### src/hdl/mfcg_pkg.sv
// ----------------------------------------------------------------------------
// mfcg_pkg - shared types and constants of the Manchester frame chip generator
// Beat layouts, command format, state codes and frame constants.
// ----------------------------------------------------------------------------
package mfcg_pkg;

  // Frame constants
  localparam int SYNC_BITS      = 32;  // 8..32
  localparam int TRAILER_PULSES = 8;   // 0..8
  localparam int PREAMBLE_MAX   = 64;
  localparam int CHIPS_PER_BEAT = 16;

  localparam int SYNC_C0   = (SYNC_BITS > CHIPS_PER_BEAT) ? CHIPS_PER_BEAT : SYNC_BITS;
  localparam int SYNC_C1   = SYNC_BITS - SYNC_C0;
  localparam int SYNC_SH0  = SYNC_BITS - SYNC_C0;
  localparam int SYNC_PAD0 = CHIPS_PER_BEAT - SYNC_C0;
  localparam int SYNC_PAD1 = CHIPS_PER_BEAT - SYNC_C1;
  localparam bit SYNC_TWO  = (SYNC_C1 > 0);
  localparam int TRAILER_K = (2 * TRAILER_PULSES > CHIPS_PER_BEAT) ?
                             CHIPS_PER_BEAT : 2 * TRAILER_PULSES;

  // Register reset values
  localparam logic [31:0] SYNC_WORD_RST = 32'h930B_51DE;
  localparam logic [6:0]  PREAMBLE_RST  = 7'd16;
  localparam logic [7:0]  MAX_LEN_RST   = 8'd32;

  // Queue sizes
  localparam int CMDQ_DEPTH = 2;
  localparam int CMDQ_AW    = $clog2(CMDQ_DEPTH);
  localparam int CMDQ_CW    = $clog2(CMDQ_DEPTH + 1);
  localparam int OUTQ_DEPTH = 2;
  localparam int OUTQ_AW    = $clog2(OUTQ_DEPTH);
  localparam int OUTQ_CW    = $clog2(OUTQ_DEPTH + 1);

  typedef enum logic [1:0] {
    CFG_SYNC_WORD = 2'd0,
    CFG_PREAMBLE  = 2'd1,
    CFG_MAX_LEN   = 2'd2
  } cfg_idx_t;

  typedef enum logic {
    FUNC_START = 1'b0,
    FUNC_BYTE  = 1'b1
  } func_t;

  typedef enum logic [2:0] {
    SEC_PREAMBLE = 3'd0,
    SEC_SYNC     = 3'd1,
    SEC_PAYLOAD  = 3'd2,
    SEC_TRAILER  = 3'd3,
    SEC_STATUS   = 3'd4
  } section_t;

  typedef enum logic [1:0] {
    ST_OK       = 2'd0,
    ST_TOO_LONG = 2'd1,
    ST_NO_FRAME = 2'd2
  } status_t;

  typedef enum logic [1:0] {
    CMD_START  = 2'd0,
    CMD_BYTE   = 2'd1,
    CMD_REJECT = 2'd2
  } cmd_kind_t;

  typedef enum logic [2:0] {
    BK_IDLE,
    BK_PREAMBLE,
    BK_SYNC_HI,
    BK_SYNC_LO,
    BK_TRAILER
  } bk_state_t;

  typedef struct packed {
    func_t       func;
    logic [7:0]  frame_length;
    logic [7:0]  data_byte;
  } in_beat_t;

  typedef struct packed {
    logic [15:0] chips;
    logic [4:0]  chip_count;
    logic [2:0]  section;
    logic [1:0]  status;
    logic        frame_end;
  } out_beat_t;

  // Front to back command
  typedef struct packed {
    cmd_kind_t   kind;
    status_t     status;   // reject reason
    logic        last;     // trailer follows
    logic [7:0]  data;
  } cmd_t;

endpackage

### src/hdl/mfcg_front.sv
// ----------------------------------------------------------------------------
// mfcg_front - input classifier
// Tracks the open frame and turns each input beat into one command.
// ----------------------------------------------------------------------------
module mfcg_front (
  input  logic             clk,
  input  logic             rst_n,
  input  logic             push,
  output logic             full,
  input  mfcg_pkg::in_beat_t in_data,
  input  logic [7:0]       max_length,
  input  logic             q_full,
  output logic             cmd_push,
  output mfcg_pkg::cmd_t   cmd
);

  logic       frame_open_r, frame_open_nxt;
  logic [7:0] bytes_left_r, bytes_left_nxt;
  logic       accept;

  assign full     = q_full;
  assign accept   = push & ~q_full;
  assign cmd_push = accept;

  always_comb begin
    frame_open_nxt = frame_open_r;
    bytes_left_nxt = bytes_left_r;
    cmd.kind       = mfcg_pkg::CMD_REJECT;
    cmd.status     = mfcg_pkg::ST_OK;
    cmd.last       = 1'b0;
    cmd.data       = in_data.data_byte;
    if (in_data.func == mfcg_pkg::FUNC_START) begin
      frame_open_nxt = 1'b0;
      bytes_left_nxt = 8'd0;
      if (in_data.frame_length > max_length) begin
        cmd.status = mfcg_pkg::ST_TOO_LONG;
      end else begin
        cmd.kind = mfcg_pkg::CMD_START;
        cmd.last = (in_data.frame_length == 8'd0);
        if (in_data.frame_length != 8'd0) begin
          frame_open_nxt = 1'b1;
          bytes_left_nxt = in_data.frame_length;
        end
      end
    end else if (!frame_open_r || bytes_left_r == 8'd0) begin
      frame_open_nxt = 1'b0;
      cmd.status     = mfcg_pkg::ST_NO_FRAME;
    end else begin
      cmd.kind       = mfcg_pkg::CMD_BYTE;
      cmd.last       = (bytes_left_r == 8'd1);
      bytes_left_nxt = bytes_left_r - 8'd1;
      frame_open_nxt = (bytes_left_r != 8'd1);
    end
  end

  always_ff @(posedge clk) begin
    if (!rst_n) begin
      frame_open_r <= 1'b0;
      bytes_left_r <= 8'd0;
    end else if (accept) begin
      frame_open_r <= frame_open_nxt;
      bytes_left_r <= bytes_left_nxt;
    end
  end

endmodule

### src/hdl/mfcg_cmd_queue.sv
// ----------------------------------------------------------------------------
// mfcg_cmd_queue - command queue
// Short first-in first-out store between classifier and sequencer.
// ----------------------------------------------------------------------------
module mfcg_cmd_queue (
  input  logic           clk,
  input  logic           rst_n,
  input  logic           wr_en,
  input  mfcg_pkg::cmd_t wr_cmd,
  output logic           full,
  input  logic           rd_en,
  output mfcg_pkg::cmd_t rd_cmd,
  output logic           empty
);

  mfcg_pkg::cmd_t                entry_r [mfcg_pkg::CMDQ_DEPTH];
  logic [mfcg_pkg::CMDQ_AW-1:0]  wr_ptr_r, rd_ptr_r;
  logic [mfcg_pkg::CMDQ_CW-1:0]  cnt_r;
  logic                          do_wr, do_rd;

  assign full   = (cnt_r == mfcg_pkg::CMDQ_CW'(mfcg_pkg::CMDQ_DEPTH));
  assign empty  = (cnt_r == '0);
  assign do_wr  = wr_en & ~full;
  assign do_rd  = rd_en & ~empty;
  assign rd_cmd = entry_r[rd_ptr_r];

  always_ff @(posedge clk) begin
    if (do_wr) begin
      entry_r[wr_ptr_r] <= wr_cmd;
    end
  end

  always_ff @(posedge clk) begin
    if (!rst_n) begin
      wr_ptr_r <= '0;
      rd_ptr_r <= '0;
      cnt_r    <= '0;
    end else begin
      if (do_wr) begin
        wr_ptr_r <= wr_ptr_r + 1'b1;
      end
      if (do_rd) begin
        rd_ptr_r <= rd_ptr_r + 1'b1;
      end
      if (do_wr && !do_rd) begin
        cnt_r <= cnt_r + 1'b1;
      end else if (do_rd && !do_wr) begin
        cnt_r <= cnt_r - 1'b1;
      end
    end
  end

endmodule

### src/hdl/mfcg_back.sv
// ----------------------------------------------------------------------------
// mfcg_back - chip sequencer
// Expands commands into chip beats, one per cycle while the result queue has room.
// ----------------------------------------------------------------------------
module mfcg_back (
  input  logic                  clk,
  input  logic                  rst_n,
  input  logic                  cmd_empty,
  input  mfcg_pkg::cmd_t        cmd,
  output logic                  cmd_pop,
  input  logic [31:0]           sync_word,
  input  logic [6:0]            preamble_pulses,
  output logic                  empty,
  input  logic                  pop,
  output mfcg_pkg::out_beat_t   out_data
);

  function automatic logic [15:0] top_mask(input logic [4:0] k);
    return ~(16'hFFFF >> k);
  endfunction

  function automatic logic [15:0] manchester(input logic [7:0] d);
    logic [15:0] c;
    c = '0;
    for (int j = 0; j < 8; j++) begin
      c[2*j +: 2] = d[j] ? 2'b10 : 2'b01;
    end
    return c;
  endfunction

  mfcg_pkg::bk_state_t state_r, state_nxt;
  logic [7:0]          rem_r, rem_nxt;
  logic                last_r, last_nxt;

  mfcg_pkg::out_beat_t          q_r [mfcg_pkg::OUTQ_DEPTH];
  logic [mfcg_pkg::OUTQ_AW-1:0] wr_ptr_r, rd_ptr_r;
  logic [mfcg_pkg::OUTQ_CW-1:0] cnt_r;

  logic                emit, take, room;
  mfcg_pkg::out_beat_t res;
  logic [6:0]          pre_sat;
  logic [4:0]          k_pre;
  logic [15:0]         chunk0, chunk1;

  assign empty    = (cnt_r == '0);
  assign take     = pop & ~empty;
  assign room     = (cnt_r != mfcg_pkg::OUTQ_CW'(mfcg_pkg::OUTQ_DEPTH)) | take;
  assign out_data = q_r[rd_ptr_r];

  assign pre_sat = (preamble_pulses > 7'(mfcg_pkg::PREAMBLE_MAX)) ?
                   7'(mfcg_pkg::PREAMBLE_MAX) : preamble_pulses;
  assign k_pre   = (rem_r > 8'(mfcg_pkg::CHIPS_PER_BEAT)) ?
                   5'(mfcg_pkg::CHIPS_PER_BEAT) : rem_r[4:0];
  assign chunk0  = 16'(sync_word >> mfcg_pkg::SYNC_SH0) << mfcg_pkg::SYNC_PAD0;
  assign chunk1  = 16'(sync_word) << mfcg_pkg::SYNC_PAD1;

  always_ff @(posedge clk) begin
    if (!rst_n) begin
      state_r <= mfcg_pkg::BK_IDLE;
      rem_r   <= 8'd0;
      last_r  <= 1'b0;
    end else begin
      state_r <= state_nxt;
      rem_r   <= rem_nxt;
      last_r  <= last_nxt;
    end
  end

  always_comb begin
    state_nxt = state_r;
    rem_nxt   = rem_r;
    last_nxt  = last_r;
    emit      = 1'b0;
    cmd_pop   = 1'b0;
    res       = '0;
    case (state_r)
      mfcg_pkg::BK_IDLE: begin
        if (!cmd_empty) begin
          case (cmd.kind)
            mfcg_pkg::CMD_START: begin
              cmd_pop   = 1'b1;
              last_nxt  = cmd.last;
              rem_nxt   = {pre_sat, 1'b0};
              state_nxt = (pre_sat == 7'd0) ? mfcg_pkg::BK_SYNC_HI : mfcg_pkg::BK_PREAMBLE;
            end
            mfcg_pkg::CMD_BYTE: begin
              if (room) begin
                cmd_pop        = 1'b1;
                emit           = 1'b1;
                res.chips      = manchester(cmd.data);
                res.chip_count = 5'(mfcg_pkg::CHIPS_PER_BEAT);
                res.section    = mfcg_pkg::SEC_PAYLOAD;
                if (cmd.last) begin
                  state_nxt = mfcg_pkg::BK_TRAILER;
                end
              end
            end
            default: begin
              if (room) begin
                cmd_pop       = 1'b1;
                emit          = 1'b1;
                res.section   = mfcg_pkg::SEC_STATUS;
                res.status    = cmd.status;
                res.frame_end = 1'b1;
              end
            end
          endcase
        end
      end
      mfcg_pkg::BK_PREAMBLE: begin
        if (room) begin
          emit           = 1'b1;
          res.chips      = 16'hAAAA & top_mask(k_pre);
          res.chip_count = k_pre;
          res.section    = mfcg_pkg::SEC_PREAMBLE;
          rem_nxt        = rem_r - 8'(k_pre);
          if (rem_r == 8'(k_pre)) begin
            state_nxt = mfcg_pkg::BK_SYNC_HI;
          end
        end
      end
      mfcg_pkg::BK_SYNC_HI: begin
        if (room) begin
          emit           = 1'b1;
          res.chips      = chunk0;
          res.chip_count = 5'(mfcg_pkg::SYNC_C0);
          res.section    = mfcg_pkg::SEC_SYNC;
          if (mfcg_pkg::SYNC_TWO) begin
            state_nxt = mfcg_pkg::BK_SYNC_LO;
          end else begin
            state_nxt = last_r ? mfcg_pkg::BK_TRAILER : mfcg_pkg::BK_IDLE;
          end
        end
      end
      mfcg_pkg::BK_SYNC_LO: begin
        if (room) begin
          emit           = 1'b1;
          res.chips      = chunk1;
          res.chip_count = 5'(mfcg_pkg::SYNC_C1);
          res.section    = mfcg_pkg::SEC_SYNC;
          state_nxt      = last_r ? mfcg_pkg::BK_TRAILER : mfcg_pkg::BK_IDLE;
        end
      end
      mfcg_pkg::BK_TRAILER: begin
        if (room) begin
          emit           = 1'b1;
          res.chips      = 16'hAAAA & top_mask(5'(mfcg_pkg::TRAILER_K));
          res.chip_count = 5'(mfcg_pkg::TRAILER_K);
          res.section    = mfcg_pkg::SEC_TRAILER;
          res.frame_end  = 1'b1;
          state_nxt      = mfcg_pkg::BK_IDLE;
        end
      end
      default: begin
        state_nxt = mfcg_pkg::BK_IDLE;
      end
    endcase
  end

  // result queue
  always_ff @(posedge clk) begin
    if (emit) begin
      q_r[wr_ptr_r] <= res;
    end
  end

  always_ff @(posedge clk) begin
    if (!rst_n) begin
      wr_ptr_r <= '0;
      rd_ptr_r <= '0;
      cnt_r    <= '0;
    end else begin
      if (emit) begin
        wr_ptr_r <= wr_ptr_r + 1'b1;
      end
      if (take) begin
        rd_ptr_r <= rd_ptr_r + 1'b1;
      end
      if (emit && !take) begin
        cnt_r <= cnt_r + 1'b1;
      end else if (take && !emit) begin
        cnt_r <= cnt_r - 1'b1;
      end
    end
  end

endmodule

### src/hdl/manchester_frame_chip_generator_unit.sv
// ----------------------------------------------------------------------------
// manchester_frame_chip_generator_unit - radio frame chip stream generator
// Preamble, sync word, Manchester payload and trailer, up to 16 chips per beat.
// ----------------------------------------------------------------------------
//
//  channel  handshake           payload           notes
//  input    push / full         in_data           start beat or payload byte
//  result   empty / pop         out_data          up to 16 chips per beat
//  config   cfg_we              cfg_index/data    0 sync, 1 preamble, 2 max len
//
//  The sequencer emits one result beat per cycle until a stalled pop lets the
//  two-deep result queue fill. A payload byte gives one beat, the last also
//  the trailer; a start beat is loaded, then gives up to 8 preamble beats,
//  a sync beat per 16 sync chips and, for an empty frame, the trailer. Reset
//  (rst_n low, synchronous) empties both queues, closes any open frame and
//  loads the register defaults. full follows the two-deep command queue.
//
module manchester_frame_chip_generator_unit (
  input  logic                clk,
  input  logic                rst_n,
  // input channel
  input  logic                push,
  output logic                full,
  input  mfcg_pkg::in_beat_t  in_data,
  // result channel
  output logic                empty,
  input  logic                pop,
  output mfcg_pkg::out_beat_t out_data,
  // configuration
  input  logic                cfg_we,
  input  logic [1:0]          cfg_index,
  input  logic [31:0]         cfg_data
);

  // Config registers
  logic [31:0] sync_word_r;
  logic [6:0]  preamble_r;
  logic [7:0]  max_len_r;

  always_ff @(posedge clk) begin
    if (!rst_n) begin
      sync_word_r <= mfcg_pkg::SYNC_WORD_RST;
      preamble_r  <= mfcg_pkg::PREAMBLE_RST;
      max_len_r   <= mfcg_pkg::MAX_LEN_RST;
    end else if (cfg_we) begin
      case (cfg_index)
        mfcg_pkg::CFG_SYNC_WORD: sync_word_r <= cfg_data;
        mfcg_pkg::CFG_PREAMBLE:  preamble_r  <= cfg_data[6:0];
        mfcg_pkg::CFG_MAX_LEN:   max_len_r   <= cfg_data[7:0];
        default: ;  // unmapped index, write dropped
      endcase
    end
  end

  // Front: classify input beats into commands
  logic           q_full, q_empty, cmd_push, cmd_pop;
  mfcg_pkg::cmd_t cmd_in, cmd_out;

  mfcg_front u_front (
    .clk        (clk),
    .rst_n      (rst_n),
    .push       (push),
    .full       (full),
    .in_data    (in_data),
    .max_length (max_len_r),
    .q_full     (q_full),
    .cmd_push   (cmd_push),
    .cmd        (cmd_in)
  );

  // Decoupling queue
  mfcg_cmd_queue u_cmd_queue (
    .clk    (clk),
    .rst_n  (rst_n),
    .wr_en  (cmd_push),
    .wr_cmd (cmd_in),
    .full   (q_full),
    .rd_en  (cmd_pop),
    .rd_cmd (cmd_out),
    .empty  (q_empty)
  );

  // Back: expand commands into chip beats
  mfcg_back u_back (
    .clk             (clk),
    .rst_n           (rst_n),
    .cmd_empty       (q_empty),
    .cmd             (cmd_out),
    .cmd_pop         (cmd_pop),
    .sync_word       (sync_word_r),
    .preamble_pulses (preamble_r),
    .empty           (empty),
    .pop             (pop),
    .out_data        (out_data)
  );

endmodule

### config.mk
export PLATFORM = sky130hd
export DESIGN_NAME = manchester_frame_chip_generator_unit
export DESIGN_NICKNAME = d
export VERILOG_FILES = /design/src/hdl/mfcg_pkg.sv /design/src/hdl/mfcg_front.sv /design/src/hdl/mfcg_cmd_queue.sv /design/src/hdl/mfcg_back.sv /design/src/hdl/manchester_frame_chip_generator_unit.sv
export SDC_FILE = /design/constraint.sdc
export NUM_CORES = 1
export LEC_CHECK = 0
export BUFFER_PORTS_ARGS = -buffer_cell sky130_fd_sc_hd__buf_4
export CAP_MARGIN = 20
export CORE_MARGIN = 10
export CORE_UTILIZATION = 44
export DETAILED_ROUTE_END_ITERATION = 16
export GPL_TIMING_DRIVEN = 0
export PLACE_DENSITY = 0.67
export SLEW_MARGIN = 40
export SYNTH_ARGS = -nofsm -noshare
export SYNTH_HDL_FRONTEND = slang
export SYNTH_HIERARCHICAL = 1
export SYNTH_SLANG_ARGS = --single-unit
### constraint.sdc
create_clock -name clk -period 2.92 [get_ports clk]
set_input_delay 0.584 -clock clk [delete_from_list [all_inputs] [get_ports clk]]
set_output_delay 0.584 -clock clk [all_outputs]
set_load 0.05 [all_outputs]
Word-level counts from Yosys, hierarchy flattened
Memory sizes are Yosys's and may differ from the RTL's. A register that Yosys moved wholly into a read port is not among the register bits.
Index checks and enable logic that the tools add are counted.

storage, ports and cells
  output and inout port bits = 29
  bits in writable memories = 80
  memories = 2
  register bits after elaboration = 76
  logic and storage cells = 166

memory list
  memory               words  bits a word  rd ports  clocked after Yosys merged registers in  write ports  RTL line              source
  u_back.q_r           2      27           1         1                                        1            mfcg_back.sv:35       mfcg_pkg::out_beat_t q_r [mfcg_pkg::OUTQ_DEPTH];
  u_cmd_queue.entry_r  2      13           1         1                                        1            mfcg_cmd_queue.sv:16  mfcg_pkg::cmd_t entry_r [mfcg_pkg::CMDQ_DEPTH];

operators by class
  mux-type cells = 73
  shift operators = 1
  reduce and logical (&&, ||, !) cells = 31
  magnitude comparators = 3
  equal/unequal tests = 23
  add/subtract/negate cells = 10
  bitwise logic cells = 9

operators with widths
  kind                     count
  $mux W24                 5
  $pmux W24 S5             1
  $mux W8                  7
  $mux W2                  17
  $mux W3                  10
  $mux W27                 1
  $mux W1                  21
  $mux W21                 1
  $logic_not A8 Y1         2
  $not A16 Y16             1
  $pmux W8 S2              1
  $shr A16 B5 Y16 const A  1
  $pmux W3 S5              1
  $pmux W3 S2              2
  $mux W5                  2
  $ne A2 B1 Y1 const B     5
  $reduce_and A9 Y1        1
  $eq A8 B1 Y1 const B     1
  $eq A8 B5 Y1             1
  $gt A8 B5 Y1 const B     1
  $gt A8 B8 Y1             1
  $logic_not A2 Y1         4
  $ne A2 B2 Y1 const B     4
  $ne A8 B1 Y1 const B     1
  other kinds (31)         58

Longest topological paths before layout
Gate-level depths: netlist of the first run.

  depth after elaboration = 12
  depth in mapped cells = 11
  mapped depth without buffers = 10

Modules after synthesis
The synthesis of the first run kept the hierarchy.

modules (own cells, without submodules)
  module                                area each (um^2)  cells an instance  seq. area each (um^2)  instances
  mfcg_back                             3507.1            302                1961.9                 1
  manchester_frame_chip_generator_unit  1963.1            203                940.9                  1
  mfcg_cmd_queue                        1166.1            65                 880.8                  1
  mfcg_front                            975.9             129                180.2                  1

Least setup slack after synthesis of the first run
Ideal clock, no wire load.

  path kind = register -> register
  start = register (tool-made name)
  end = memory u_back/q_r[0][0] (netlist bit), enable pin
  arrival = 2.457 ns
  slack = 0.049 ns
  stages on the path, launching flop included = 7
  cells stage by stage = dfxtp_1 buf_2 mux2_2 nor2_1 o21ai_0 and3_1 nor2b_1

RTL lines
  element        RTL line
  end, declared  mfcg_back.sv:35

Worst setup path after layout of the first run
  start = register u_cmd_queue/cnt_r[0] (netlist bit)
  end = register u_cmd_queue/cnt_r[1] (netlist bit)

between the ends
  word-level cells in the longest chain between the ends = 7
  elaborated cells on any way between the ends = 18

RTL lines
  element                              RTL line                                    source
  start, declared                      mfcg_cmd_queue.sv:18                        logic [mfcg_pkg::CMDQ_CW-1:0] cnt_r;
  start signal, assigned               mfcg_cmd_queue.sv:46                        cnt_r <= cnt_r + 1'b1;
  start signal, assigned               mfcg_cmd_queue.sv:48                        cnt_r <= cnt_r - 1'b1;
  $eq A2 B2 Y1 *                       mfcg_cmd_queue.sv:21                        assign full = (cnt_r == mfcg_pkg::CMDQ_CW'(mfcg_pkg::CMDQ_DEPTH));
  net q_full                           manchester_frame_chip_generator_unit.sv:56  logic q_full, q_empty, cmd_push, cmd_pop;
  $not A1 Y1 *                         mfcg_front.sv:22                            assign accept = push & ~q_full;
  $and A1 B1 Y1 *                      mfcg_front.sv:22
  net cmd_push                         manchester_frame_chip_generator_unit.sv:56
  $and A1 B1 Y1 *                      mfcg_cmd_queue.sv:23                        assign do_wr = wr_en & ~full;
  $logic_not A1 Y1                     mfcg_cmd_queue.sv:47                        end else if (do_rd && !do_wr) begin
  $logic_and A1 B1 Y1                  mfcg_cmd_queue.sv:47
  $reduce_bool A2 Y1 (no source line)  --

Mark *: on every way through the listed nets, which the timed path passes. The rest lies on a longest branch. The select of a mux whose other input is x is not followed.
A chain may end at the register's enable or synchronous reset.

==> impl_metrics.py, run 1 <==
metrics = {
    "worst_setup_path": {
        "cp_max_fo": 12,
        "max_stage_delay_ps": 380,
        "crit_chain": "nand2b_1 -> inv_2 -> nand2b_1 -> clkbuf_1 -> clkinvlp_4 -> inv_1 -> nor2_1 -> ha_1 -> or3_1 -> a21boi_1",
        "endpoint_kind": "register",
        "path_class": "register to register",
        "cp.buffers_inverters": 4,
        "crit_family": "buffers and inverters",
        "crit_top_cell": "nand2b_1",
        "start_kind": "register",
        "r2r-start": "u_cmd_queue/cnt_r[0]$_SDFFE_PN0P_",
        "arrival_ps": 3050,
        "cp_slowest_cell": "clkbuf_1",
        "timing.rr.end": "u_cmd_queue/cnt_r[1]$_SDFFE_PN0P_",
        "cp.required_ps": 3270,
        "r2r_cells": 10,
        "r2r_setup_slack_ps": 210,
    },
    "job": {
        "drv_cap": 0,
    },
    "sta": {
        "setup_viol": 0,
        "fin_crit_sh_pct": 92.64,
        "slew_violations": 0,
        "timing.fmax_ghz": 0.3697,
        "fin_crit_ps": 2705,
        "hold_viol_final": 0,
        "slew_headroom_pct": 44.12,
        "worst_slew_pin_slew_ps": 831.8,
        "skew_ps": 5.089,
        "rsz0062_at_grt": "yes",
        "holdWs_ps": 347.7,
    },
    "clocking": {
        "cts_made_buffers": 17,
        "cts_setup_buffers": 0,
        "cts_tree": "done",
        "root_buffer": "clkbuf_16",
        "cts_sinks": 158,
        "clockBufferDepth": 2,
        "clk_latency_ps": 420,
        "htree_levels": 4,
        "path_clk_slew_ps": 60,
    },
    "global_routing": {
        "grt_max_degree": 28,
        "grt_pass1_vias": 5669,
        "antenna_found_initial": 0,
        "grt_first_pass_wirelength_um": 30080,
        "gr-total-overflow": 0,
        "track_usage_pct": 16.82,
    },
    "routing": {
        "drc": 0,
        "drt_iter0_drc": 569,
        "antenna_left": 0,
        "wl_per_cell_um": 18.33,
        "vias": 5691,
        "dr.pass1.iters": 5,
        "viasPerCell": 5.536,
        "drt-total-wl_um": 18850,
    },
    "logic_synthesis": {
        "ys_types": 73,
        "ys_warn_count": 6,
        "synth_edf_count": 80,
        "synth_seq_cells": 158,
        "syn_area_um2": 7612,
        "synthArstFlopShare_pct": 0,
        "yosysSeqAreaShare_pct": 52.07,
        "syn_nets": 769,
        "ys.flop_type": "edfxtp_1",
        "avgSynthCellArea_um2": 10.89,
        "synth_cells": 699,
    },
    "finish": {
        "fin_cells": 1028,
        "fillCellCount": 1525,
        "regArea_um2": 3964,
        "post-route-cell-area_um2": 9129,
        "final_nets": 861,
        "multiInputGateArea_um2": 3268,
        "antenna_cells": 0,
        "area_delta_synth_final_pct": 19.92,
        "drive_gt1_share_pct": 24.16,
    },
    "power_and_ir_drop": {
        "irDropWorstVdd_mv": 0.6227,
        "intPower_w": 0.005691,
        "clockPowerShare_pct": 26.5,
        "power_density_nw_per_um2": 987.2,
        "p_leak_nw": 3.552,
        "p_sw_w": 0.003321,
        "power_frac_comb_pct": 38.7,
        "p_seq_share_pct": 34.8,
        "p_sw_share_pct": 36.85,
    },
    "die": {
        "rows": 48,
        "dieArea_um2": 22960,
        "core_area_um2": 17120,
        "initial_utilization_pct": 44.47,
        "die-width_um": 151.5,
        "io_pins": 85,
        "die_h_um": 151.5,
    },
    "placement": {
        "place_area_um2": 8469,
        "placed_cells": 997,
        "numPortBuffers": 72,
        "finalWeightedCongestion": 0.8781,
        "hpwl_um": 14410,
    },
    "outcome": {
        "status": "finished clean",
    },
    "min_path": {
        "holdCritPathClass": "primary input to register",
        "hold_start": "in_data[5]",
        "whs_path_depth": 1,
        "holdPathEnd": "u_cmd_queue/entry_r[0][5]$_DFFE_PP_",
    },
}
-- power by group through the flow --
stage	clock network [W]	registers, W	logic (W)
4_1_cts	0.00242	0.00314	0.00349
2_1_floorplan	0	0.00314	0.00249
3_3_place_gp	0	0.00318	0.00335
3_5_place_dp	0	0.00319	0.00347
5_1_grt	0.00252	0.00319	0.00376
6_report	0.00239	0.00314	0.00349
-- per-stage QoR --
step                total power (W)  setup slack, ps  utilization [%]  TNS [ps]
CTS                        0.009049            23.31            53.23         0
global route               0.009469           -26.25            53.33    -26.25
global placement           0.006530           -773.6            49.28    -20840
floorplan                  0.005628            49.07                -         0
finish                     0.009012            215.0            53.33         0
detailed placement         0.006660            214.2            49.48         0
-- kinds of logic after synthesis --
group	share of synthesized area (%)
AO/OA/AOI/OAI	12.79
XOR/XNOR	1.151
adder cells (fa/ha/maj)	2.301
buffers and inverters	5.424
flip-flops	52.07
multiplexers	10.52
other	0.04926
AND/OR/NAND/NOR	15.70
-- state kept, by name (all words and copies together), names as in the netlist, 3 cells and up, named ones only --
signal and flops:
u_back/q_r 54, sync_word_r 32, u_cmd_queue/entry_r 26, max_len_r 8, u_back/rem_r 8, u_front/bytes_left_r 8, preamble_r 7, u_back/state_r 3
-- worst max path at each step --
stage | startpoint | to | slack (ps) | cells past startpoint
2_1_floorplan | register | u_back/q_r[0][0]$_DFFE_PP_ | 50 | 6
3_3_place_gp | register | u_back/q_r[0][2]$_DFFE_PP_ | -770 | 6
3_5_place_dp | u_cmd_queue/cnt_r[0]$_SDFFE_PN0P_ | u_cmd_queue/cnt_r[1]$_SDFFE_PN0P_ | 210 | 10
4_1_cts | register | out_data[15] | 20 | 4
5_1_grt | u_cmd_queue/cnt_r[0]$_SDFFE_PN0P_ | u_cmd_queue/cnt_r[1]$_SDFFE_PN0P_ | -30 | 11
6_report | u_cmd_queue/cnt_r[0]$_SDFFE_PN0P_ | u_cmd_queue/cnt_r[1]$_SDFFE_PN0P_ | 210 | 10
-- layer usage --
metal	vias to the layer above	wire [um]	track usage, %
met2	198	8916	26.84
li1	2758	-	-
met3	25	1300	4.366
met4	0	302	5.338
met1	2710	8328	21.90
met5	-	0	0
-- synthesized netlist by cell type (all sizes together) (12+ instances only) --
library cell / n / area share, %
mux2: 40 / 5.9
nor2: 24 / 1.2
inv: 32 / 1.6
nand2: 77 / 3.8
o21ai: 42 / 2.8
o211ai: 19 / 1.9
clkbuf: 21 / 1.0
dfxtp: 78 / 21
nand4bb: 15 / 2.2
nor3: 12 / 1.1
a21oi: 27 / 1.8
nand3: 15 / 0.99
buf: 31 / 2.8
edfxtp: 80 / 32
mux2i: 35 / 4.6
ha: 14 / 2.3
-- area by class of cell --
class / instances / area share, %
tap: 225 / 3.084
clock buffer: 17 / 4.660
sequential: 158 / 43.42
clock inverter: 14 / 2.357
multi-input combinational: 456 / 35.80
inverter: 33 / 1.398
buffer: 52 / 3.194
timing repair buffer: 73 / 6.086
-- cells in the final DEF (no fill, tap or decap), drive strengths merged, types with 3 or more instances in the layout --
master and count:
and2 8, dfxtp 78, bufinv 5, o41ai 4, nor3 12, buf 103, or4 6, o21ai 42
xor2 4, nand3b 5, xnor2 6, mux2 40, nand4bb 15, a222oi 3, and3 8, nand2b 7
nand3 15, a22oi 11, nor3b 3, nand4 4, mux2i 35, clkbuf 39, o211ai 19, clkinv 6
nor4 5, a21boi 5, or3 7, nor2 24, a31oi 5, o21a 4, ha 14, nor2b 8
edfxtp 80, nand2 77, a21oi 27, a22o 3, inv 34
-- repair_timing --
item,CTS,global route
resized for setup,1,2
hold buffers,0,0
endpoints found under the setup margin,1,11
cloned,0,0
No activity file was read; power rests on OpenSTA's default activity.
==> inputs of run 2 (changes only) <==
- BUFFER_PORTS_ARGS: -buffer_cell sky130_fd_sc_hd__buf_4 -> unset
- CORE_UTILIZATION: 44 -> 35
- DONT_BUFFER_PORTS: unset -> 1
- PLACE_DENSITY: 0.67 -> 0.53
- REMOVE_ABC_BUFFERS: unset -> 1
==> run 2 against run 1 <==
Effect of this change:
- global-route usage decreased by 3.5 points
- maximum frequency decreased by 1.6%
- sequential share of layout area increased by 4.0 points
- highest routed layer unchanged
- register-to-register slack got worse by 40 ps
==> impl_metrics.py, run 2 (synthesis gave the netlist of run 1 again) <==
metrics = {
    "finish": {
        "utilization_pct": 39.39,
        "largest_reg_flops": 54,
        "layout.cells.most_common": "edfxtp_1",
        "layout_common_cells": "edfxtp_1, nand2_1, dfxtp_1, o21ai_0, mux2_2",
        "drive_gt1_share_pct": 14.77,
        "top_regs": "u_back/q_r x54, sync_word_r x32, u_cmd_queue/entry_r x26",
        "fin_cells": 959,
        "area_delta_synth_final_pct": 9.796,
        "top_register": "u_back/q_r",
        "post-route-cell-area_um2": 8358,
        "antenna_cells": 0,
        "final_nets": 741,
    },
    "global_routing": {
        "grt_max_degree": 93,
        "grt_first_pass_wirelength_um": 29200,
        "gr-total-overflow": 0,
        "grt_pass1_vias": 5110,
        "track_usage_pct": 13.27,
        "antenna_found_initial": 0,
    },
    "outcome": {
        "status": "finished clean",
    },
    "power_and_ir_drop": {
        "power_density_nw_per_um2": 994.1,
        "irDropWorstVdd_mv": 0.4904,
        "p_leak_nw": 3.031,
        "total_power_w": 0.008309,
    },
    "worst_setup_path": {
        "cp_max_fo": 13,
        "endpoint_kind": "register",
        "arrival_ps": 3100,
        "path_class": "register to register",
        "start_kind": "register",
        "cp.required_ps": 3270,
    },
    "placement": {
        "place_area_um2": 7755,
        "numPortBuffers": 0,
        "placed_cells": 927,
        "hpwl_um": 13760,
        "finalWeightedCongestion": 0.8517,
    },
    "die": {
        "io_pins": 85,
        "rows": 53,
        "core_area_um2": 21220,
        "die_h_um": 167.5,
        "dieArea_um2": 28050,
        "initial_utilization_pct": 35.87,
        "die-width_um": 167.5,
    },
    "sta": {
        "slew_violations": 0,
        "worst_slew_pin_slew_ps": 845.6,
        "setup_viol": 0,
        "timing.fmax_ghz": 0.3639,
        "fin_crit_sh_pct": 94.12,
        "rsz0062_at_grt": "no",
        "skew_ps": 7.785,
        "hold_viol_final": 0,
        "slew_headroom_pct": 43.10,
        "fin_crit_ps": 2748,
        "holdWs_ps": 252.1,
    },
    "routing": {
        "viasPerCell": 5.371,
        "drt-total-wl_um": 18880,
        "drt_iter0_drc": 399,
        "vias": 5151,
        "antenna_left": 0,
        "drc": 0,
        "wl_per_cell_um": 19.68,
        "dr.pass1.iters": 7,
    },
    "clocking": {
        "root_buffer": "clkbuf_16",
        "htree_levels": 4,
        "cts_setup_buffers": 0,
        "ctsHoldBuffers": 0,
        "clk_latency_ps": 420,
        "ctsResizeCount": 0,
        "path_clk_slew_ps": 60,
        "clockBufferDepth": 2,
        "cts_tree": "done",
        "cts_made_buffers": 17,
        "cts_sinks": 158,
    },
    "job": {
        "drv_cap": 0,
    },
    "min_path": {
        "holdCritPathClass": "primary input to register",
    },
}
[run 2: metrics by stage]
step | worst slack, ps | setup TNS, ps
global route | 2.337 | 0
global placement | -952.3 | -32840
finish | 171.7 | 0
CTS | 130.3 | 0
detailed placement | 156.3 | 0
floorplan | 15.17 | 0
[run 2: power breakdown]
| part | switching [W] | total, W | internal (W) |
|---|---|---|---|
| combinational | 0.00201 | 0.00284 | 0.000836 |
| sequential | 0.000311 | 0.00327 | 0.00296 |
| clock | 0.000925 | 0.00220 | 0.00127 |
[run 2: critical path, stage by stage, from the launching register on]
cell and delay, ps:
dfxtp_1 700, mux2_2 440, nor2_1 290, o21ai_0 120
and3_1 280, ha_1 330, or3_1 370, a21oi_1 140
[run 2: path summary, 6_finish.rpt]
path	slack (ps)	to	cells past startpoint	startpoint
worst min-delay path	250	u_cmd_queue/entry_r[0][6]$_DFFE_PP_	0	in_data[6]
worst min register to register	460	sync_word_r[11]$_SDFFE_PN0P_	2	sync_word_r[11]$_SDFFE_PN0P_
worst max register to register	170	u_back/cnt_r[1]$_SDFFE_PN0P_	7	register
worst max-delay path	170	u_back/cnt_r[1]$_SDFFE_PN0P_	7	register
[run 2: final cells by class]
type                    count  area, um2
flip-flops and latches    158       3965
inverters                  33      127.6
clock buffers              17      425.4
repair buffers              5      53.80
fillers                  2074      12860
multi-input cells         456       3282
well taps                 275      344.1
clock inverters            15      160.2
[run 2: layer usage]
layer	global-route usage, %	vias up	share of wire, %	wire length [um]
met4	5.072	0	1.6	301
li1	-	2513	-	-
met1	17.27	2473	47	8824
met5	0	-	0	0
met2	20.30	145	45	8579
met3	3.886	20	6.2	1171
